[config.mk]
export PLATFORM = sky130hd
export DESIGN_NAME = dseb_ctrl
export DESIGN_NICKNAME = d
export VERILOG_FILES = /design/src/rtl/dseb_pkg.sv /design/src/rtl/dseb_ctrl.sv
export SDC_FILE = /design/constraint.sdc
export NUM_CORES = 1
export LEC_CHECK = 0
export ABC_AREA = 1
export BUFFER_PORTS_ARGS = -buffer_cell sky130_fd_sc_hd__buf_2
export CAP_MARGIN = 15
export CORE_AREA = 2 2 39 41
export DETAILED_ROUTE_END_ITERATION = 8
export DIE_AREA = 0 0 41 43
export HOLD_SLACK_MARGIN = 0.1
export SLEW_MARGIN = 20
export SYNTH_ARGS = -nofsm -noshare
export SYNTH_HDL_FRONTEND = slang
export SYNTH_SLANG_ARGS = --single-unit
[constraint.sdc]
create_clock -name i_clk -period 2.05 [get_ports i_clk]
set_input_delay 0.1025 -clock i_clk [delete_from_list [all_inputs] [get_ports i_clk]]
set_output_delay 0.1025 -clock i_clk [all_outputs]
set_load 0.03 [all_outputs]
[src/rtl/dseb_pkg.sv]
package dseb_pkg;

    // Result status codes
    typedef enum logic [1:0] {
        ST_OK       = 2'd0,
        ST_BAD_CODE = 2'd1,
        ST_UNUSED   = 2'd2,
        ST_FULL     = 2'd3
    } t_status;

    // Request action codes
    localparam logic ACT_SET   = 1'b0;
    localparam logic ACT_FLUSH = 1'b1;

    // Configuration register indexes
    localparam logic [1:0] CFG_GROUPS   = 2'd0;
    localparam logic [1:0] CFG_UNCHANGED = 2'd1;
    localparam logic [1:0] CFG_DURATION = 2'd2;

    // Field widths
    localparam int GROUP_W = 8;
    localparam int CODE_W  = 8;
    localparam int COLOR_W = 8;
    localparam int DUR_W   = 16;
    localparam int TICK_W  = 63;
    localparam int MASK_W  = 64;
    localparam int WORD_W  = GROUP_W + COLOR_W + DUR_W + TICK_W;

    // Controller states
    typedef enum logic [1:0] {
        S_IDLE,
        S_CHECK,
        S_SEARCH,
        S_FLUSH
    } t_state;

    // Controller to datapath commands
    typedef struct packed {
        logic load;        // capture the request
        logic rd_first;    // read slot 0, clear the walk index
        logic step;        // advance the walk index, read the next slot
        logic wr_en;       // store the request
        logic wr_append;   // store at the fill position instead of the walk index
        logic emit;        // present a result next cycle
        logic emit_entry;  // result carries the slot just read
        logic clear_fill;  // empty the buffer
    } t_dseb_cmd;

    // Datapath to controller status
    typedef struct packed {
        logic action;      // captured action
        logic reject;      // request fails a check
        logic fill_zero;   // buffer empty
        logic match;       // slot just read holds the request's group
        logic at_end;      // slot just read is the last stored one
    } t_dseb_stat;

endpackage

[src/rtl/dseb_ctrl.sv]
module dseb_ctrl
    import dseb_pkg::*;
(
    input  logic       i_clk,
    input  logic       i_rst_n,
    input  logic       i_start,
    input  t_dseb_stat i_stat,
    output t_dseb_cmd  o_cmd,
    output logic       o_busy
);

    t_state r_state;
    t_state n_state;

    // State register
    always_ff @(posedge i_clk) begin
        if (!i_rst_n) begin
            r_state <= S_IDLE;
        end else begin
            r_state <= n_state;
        end
    end

    // Next state and commands
    always_comb begin
        n_state = r_state;
        o_cmd   = '0;
        o_busy  = 1'b1;
        case (r_state)
            S_IDLE: begin
                o_busy = 1'b0;
                if (i_start) begin
                    o_cmd.load = 1'b1;
                    n_state    = S_CHECK;
                end
            end
            S_CHECK: begin
                if (i_stat.action == ACT_FLUSH) begin
                    if (i_stat.fill_zero) begin
                        o_cmd.emit = 1'b1;
                        n_state    = S_IDLE;
                    end else begin
                        o_cmd.rd_first = 1'b1;
                        n_state        = S_FLUSH;
                    end
                end else if (i_stat.reject) begin
                    o_cmd.emit = 1'b1;
                    n_state    = S_IDLE;
                end else if (i_stat.fill_zero) begin
                    o_cmd.wr_en     = 1'b1;
                    o_cmd.wr_append = 1'b1;
                    o_cmd.emit      = 1'b1;
                    n_state         = S_IDLE;
                end else begin
                    o_cmd.rd_first = 1'b1;
                    n_state        = S_SEARCH;
                end
            end
            S_SEARCH: begin
                if (i_stat.match) begin
                    o_cmd.wr_en = 1'b1;
                    o_cmd.emit  = 1'b1;
                    n_state     = S_IDLE;
                end else if (i_stat.at_end) begin
                    o_cmd.wr_en     = 1'b1;
                    o_cmd.wr_append = 1'b1;
                    o_cmd.emit      = 1'b1;
                    n_state         = S_IDLE;
                end else begin
                    o_cmd.step = 1'b1;
                end
            end
            S_FLUSH: begin
                o_cmd.emit       = 1'b1;
                o_cmd.emit_entry = 1'b1;
                if (i_stat.at_end) begin
                    o_cmd.clear_fill = 1'b1;
                    n_state          = S_IDLE;
                end else begin
                    o_cmd.step = 1'b1;
                end
            end
            default: begin
                n_state = S_IDLE;
            end
        endcase
    end

endmodule

# Word level (Yosys, flattened, before mapping)
# Cells that the tools add are included.
[op_classes]
order_cmp = 0
shift = 0
addsub = 0
n_reduce_logical = 1
n_eq_ne = 4
multipliers = 0
n_div = 0
n_bitwise = 0
mux = 32
[ops]
columns = ["operator", "count"]
rows = [
  ["$mux 2", 10],
  ["$mux 1", 16],
  ["$pmux 2 s4", 1],
  ["$mux 3", 2],
  ["$eq 2x2->1 const B", 2],
  ["$pmux 2 s2", 1],
  ["$pmux 1 s3", 1],
  ["$eq 2x1->1 const B", 1],
  ["$logic_not 2->1", 1],
  ["$ne 2x2->1 const B", 1],
  ["$pmux 1 s2", 1],
]
[totals]
wordCells = 38
latch_bits = 0
romBits = 0
ramBits = 0
out_inout_bits = 9
regBits = 2
memories = 0

# Logic depth before layout (Yosys ltp)
[depth]
depth_word = 4
ltp_mapped = 6
mapped_depth_nobuf = 6

# Worst setup path after synthesis
# No wires, ideal clock.
[synth_timing]
kind = "register to output"
start = "register r_state[0]"
end = "output port o_cmd[2] (netlist bit)"
t_arrival_ns = 1.306
required_time_ns = 1.947
stages_incl_launch_ff = 4
slack_ns = 0.641
cell_sequence = "dfxtp_1 -> ha_1 -> a21oi_1 -> a21oi_1"
[synth_lines]
columns = ["element", "line", "rtl"]
rows = [
  ["from (decl)", "dseb_ctrl.sv:12", "t_state r_state;"],
  ["from (signal assigned)", "dseb_ctrl.sv:20", "r_state <= n_state;"],
  ["to (decl)", "dseb_ctrl.sv:8", "output t_dseb_cmd o_cmd,"],
]

==> results list <==
* Longest individual stage delay on the worst path: 0.31 ns
* Worst reg2reg endpoint: r_state[1]
- The detail route stage leaves a number of antenna-violating nets equal to 0.
- Worst setup slack for register-to-register paths: 0.87 ns
- After synthesis, the mean cell area works out to 5.79 µm².
- In the final routed layout, each cell accounts on average for 7.30 µm.
* P_leak: 0.265 nW
- Counting both buffers and inverters, the worst setup path holds a total of 2.
- For this run, the top clock speed supported by timing is 690 MHz.
* Number of antenna violations at the first check in global routing: 0
- Grouping stages by cell kind, the critical path spends the most delay in buffers and inverters.
- For this design the total switching power over the nets is 0.0000693 W.
- The worst-case IR drop observed on VDD is 0.273 mV.
- The netlist uses 11 different library cells.
- Pre-Repair DR Iteration Count: 3
* Final hold violations: 0
- The total overflow left after global routing is 0.
- Most area-consuming cells after synthesis: ha_1 21%, inv_1 18%, nand2_1 18%
* Post-synthesis register bit count: 2
- Internal Dissipation: 0.000131 W
- CTS placed an instance of clkbuf_4 at the clock tree root.
- In the final layout, the share of cells above drive strength 1 is 0.314.
* Area added between synthesis and finish: 41.5%
- Number of global-route vias before repair: 308
- Net switching fraction of the power: 0.346
* Standard cell core area: 1380 µm²
* Final Max Slew Viols: 0
- Data on the critical path is required at its endpoint by 1.95 ns.
* Setup fix buffers added after clock tree synthesis: 0
- X dimension of the die: 41 µm
- Entering global routing, the biggest net connects 5 pins.
- Initial DRC count: 4
- Summed over all failing endpoints, the final setup total negative slack is 0 ns.
* Count of mapped cells out of synthesis: 51
* Most used cells in the layout excluding fill and tap cells: 16 x buf_2, 14 x inv_1, 14 x nand2_1
- IO buf count: 16
- Final setup vio count: 0
* Top-level I/O count: 17
* Worst Max-Slew Pin Slew: 0.168 ns
- Max Buffers Root-to-Sink: 2
- Buffers inserted to repair hold after CTS numbered 0.
* Register area share after synthesis: 0.136
- Of the post-synthesis cell area, the dominant cell type holds 0.212.
- In this run the power density over the cells is 479 nW/µm².
- Global-route wire length before repair: 1.11 mm
- Insertion delay of the later-clocked pin in the worst-skew pair: 0.22 ns
- Destination of the critical timing path: o_cmd[3]
- Headroom to the max-slew limit came out at 0.888.
- Number of gates given a new drive strength after cts: 0
* Post-synth design cell area: 295 µm²
- For this block, the via count after detailed routing is 338.
- The share of total power dissipated in combinational logic is 0.358.
* Flop pwr share: 0.222
- The share of total power dissipated in the clock network is 0.420.
* Level count of the clock H-tree: 1
- Worst flop-to-flop path startpoint: r_state[0]
- The Yosys step of the flow raised 0 warnings.
- The critical path is of the reg -> out type.
- Global Route Usage Sum: 0.0911
- For the finished layout, the period the worst path requires is 1.45 ns.
- Worst hold slack: 0.134 ns
- Clock-pin transition on the worst setup and hold timing paths: 0.03 ns
- Along the worst path, the maximum fanout reaches 4.
- In this run the number of cells on the critical path is 5.
* DIE HEIGHT: 43 µm
- At the end of routability-driven placement, the weighted congestion stood at 0.653.
* Number of flip-flops in the largest register: 2
- Worst clock skew on the final layout: 0.000711 ns
- Yosys top cell by area: ha_1
- Total Power Consumption: 0.000200 W
- Most common library cell in the layout ignoring fill and taps: buf_2
- The floorplan step defined a die boundary enclosing 1760 µm².
- Data arrives at the worst endpoint at 1.35 ns.
- The final layout contains 85 nets.
- Depth of the most critical reg-to-reg path: 6
- Number of antenna repair diodes: 0
- The worst setup path is launched from a register.
- The largest registers in the layout are r_state x2.
* Via density per instance: 3.93
- The signal on the critical path passes through inv_1 -> ha_1 -> nand4_1 -> a21oi_1 -> buf_2.
- Setup crit start: r_state[1]
* Class of the tightest hold or removal check: in -> reg
- DPL Wire Length: 545 µm
- The number of clock buffers added by TritonCTS is 3.
* Row Count: 14
- Counting every net in the synthesized netlist gives 64.
- Register with the highest flop count: r_state
- For this run, design rule violations remaining after detail routing come to 0.
* Outcome: completed
* Crit end category: output port
* TritonCTS sink count: 2
* Total wire length: 628 µm
- Effective utilization at floorplan: 0.213
- TritonCTS built the clock tree.
* RSZ-0062 raised after global routing: false
- Of the available clock period, the critical path in the final layout requires 0.707.
* Maximum capacitance violations: 0
- The slowest stage of the critical path belongs to the cell dfxtp_1.
==> layer usage <==
metal	wire length, µm	GRT usage	share of wire
met2	295	0.138	0.47
met3	35	0.0471	0.056
met4	0	0.0200	0
met5	0	0	0
met1	297	0.111	0.47
==> kinds of logic after synthesis <==
logic type | after synthesis | share of synthesized area
AND/OR/NAND/NOR | 20 | 0.280
buffers and inverters | 14 | 0.178
AO/OA/AOI/OAI | 10 | 0.195
adder cells (fa/ha/maj) | 5 | 0.212
flip-flops | 2 | 0.136
==> final cells by class <==
class | instances | area (µm²)
timing repair buffer | 16 | 80.1
fill | 163 | 966
inverter | 14 | 52.6
tap | 16 | 20.0
multi-input combinational | 35 | 203
sequential | 2 | 40.0
clock buffer | 3 | 22.5
==> power groups by stage <==
stage	registers, W	logic, W	clock network, W
after CTS	0.0000444	0.0000731	0.0000905
after global placement	0.0000447	0.0000733	0
final	0.0000444	0.0000718	0.0000842
after detailed placement	0.0000449	0.0000726	0
after global routing	0.0000447	0.0000820	0.0000967
after floorplan	0.0000444	0.0000514	0
==> synthesized netlist by cell type <==
cell type,n
o21ai_0,1
nand3_1,2
nor2_1,2
nand4_1,1
nand2_1,14
dfxtp_1,2
a21oi_1,7
inv_1,14
ha_1,5
a21oi_2,2
nand2_2,1
==> through the flow <==
| step | cells | util | instance area, µm² | worst slack (ns) |
|---|---|---|---|---|
| finish | 86 | 0.302 | 418 | 0.601 |
| floorplan | 51 | - | 295 | 0.641 |
| CTS | 86 | 0.302 | 418 | 0.575 |
| global placement | 83 | 0.286 | 395 | 0.824 |
| detailed placement | 83 | 0.286 | 395 | 0.813 |
| global route | 86 | 0.302 | 418 | 0.477 |
==> worst min-delay path by stage <==
stage	start	to	slack, ns	depth (start not counted)
2_1_floorplan	i_rst_n	r_state[1]	0.24	2
3_3_place_gp	i_rst_n	r_state[1]	0.37	3
3_5_place_dp	i_rst_n	r_state[1]	0.36	3
4_1_cts	i_rst_n	r_state[1]	0.13	3
5_1_grt	i_rst_n	r_state[1]	0.14	3
6_report	i_rst_n	r_state[1]	0.13	3
==> tightest hold or removal path: stages <==
cell and delay (ns):
buf_2 0.07, inv_1 0.04, a21oi_2 0.09
(Power assumes the default switching activity.)
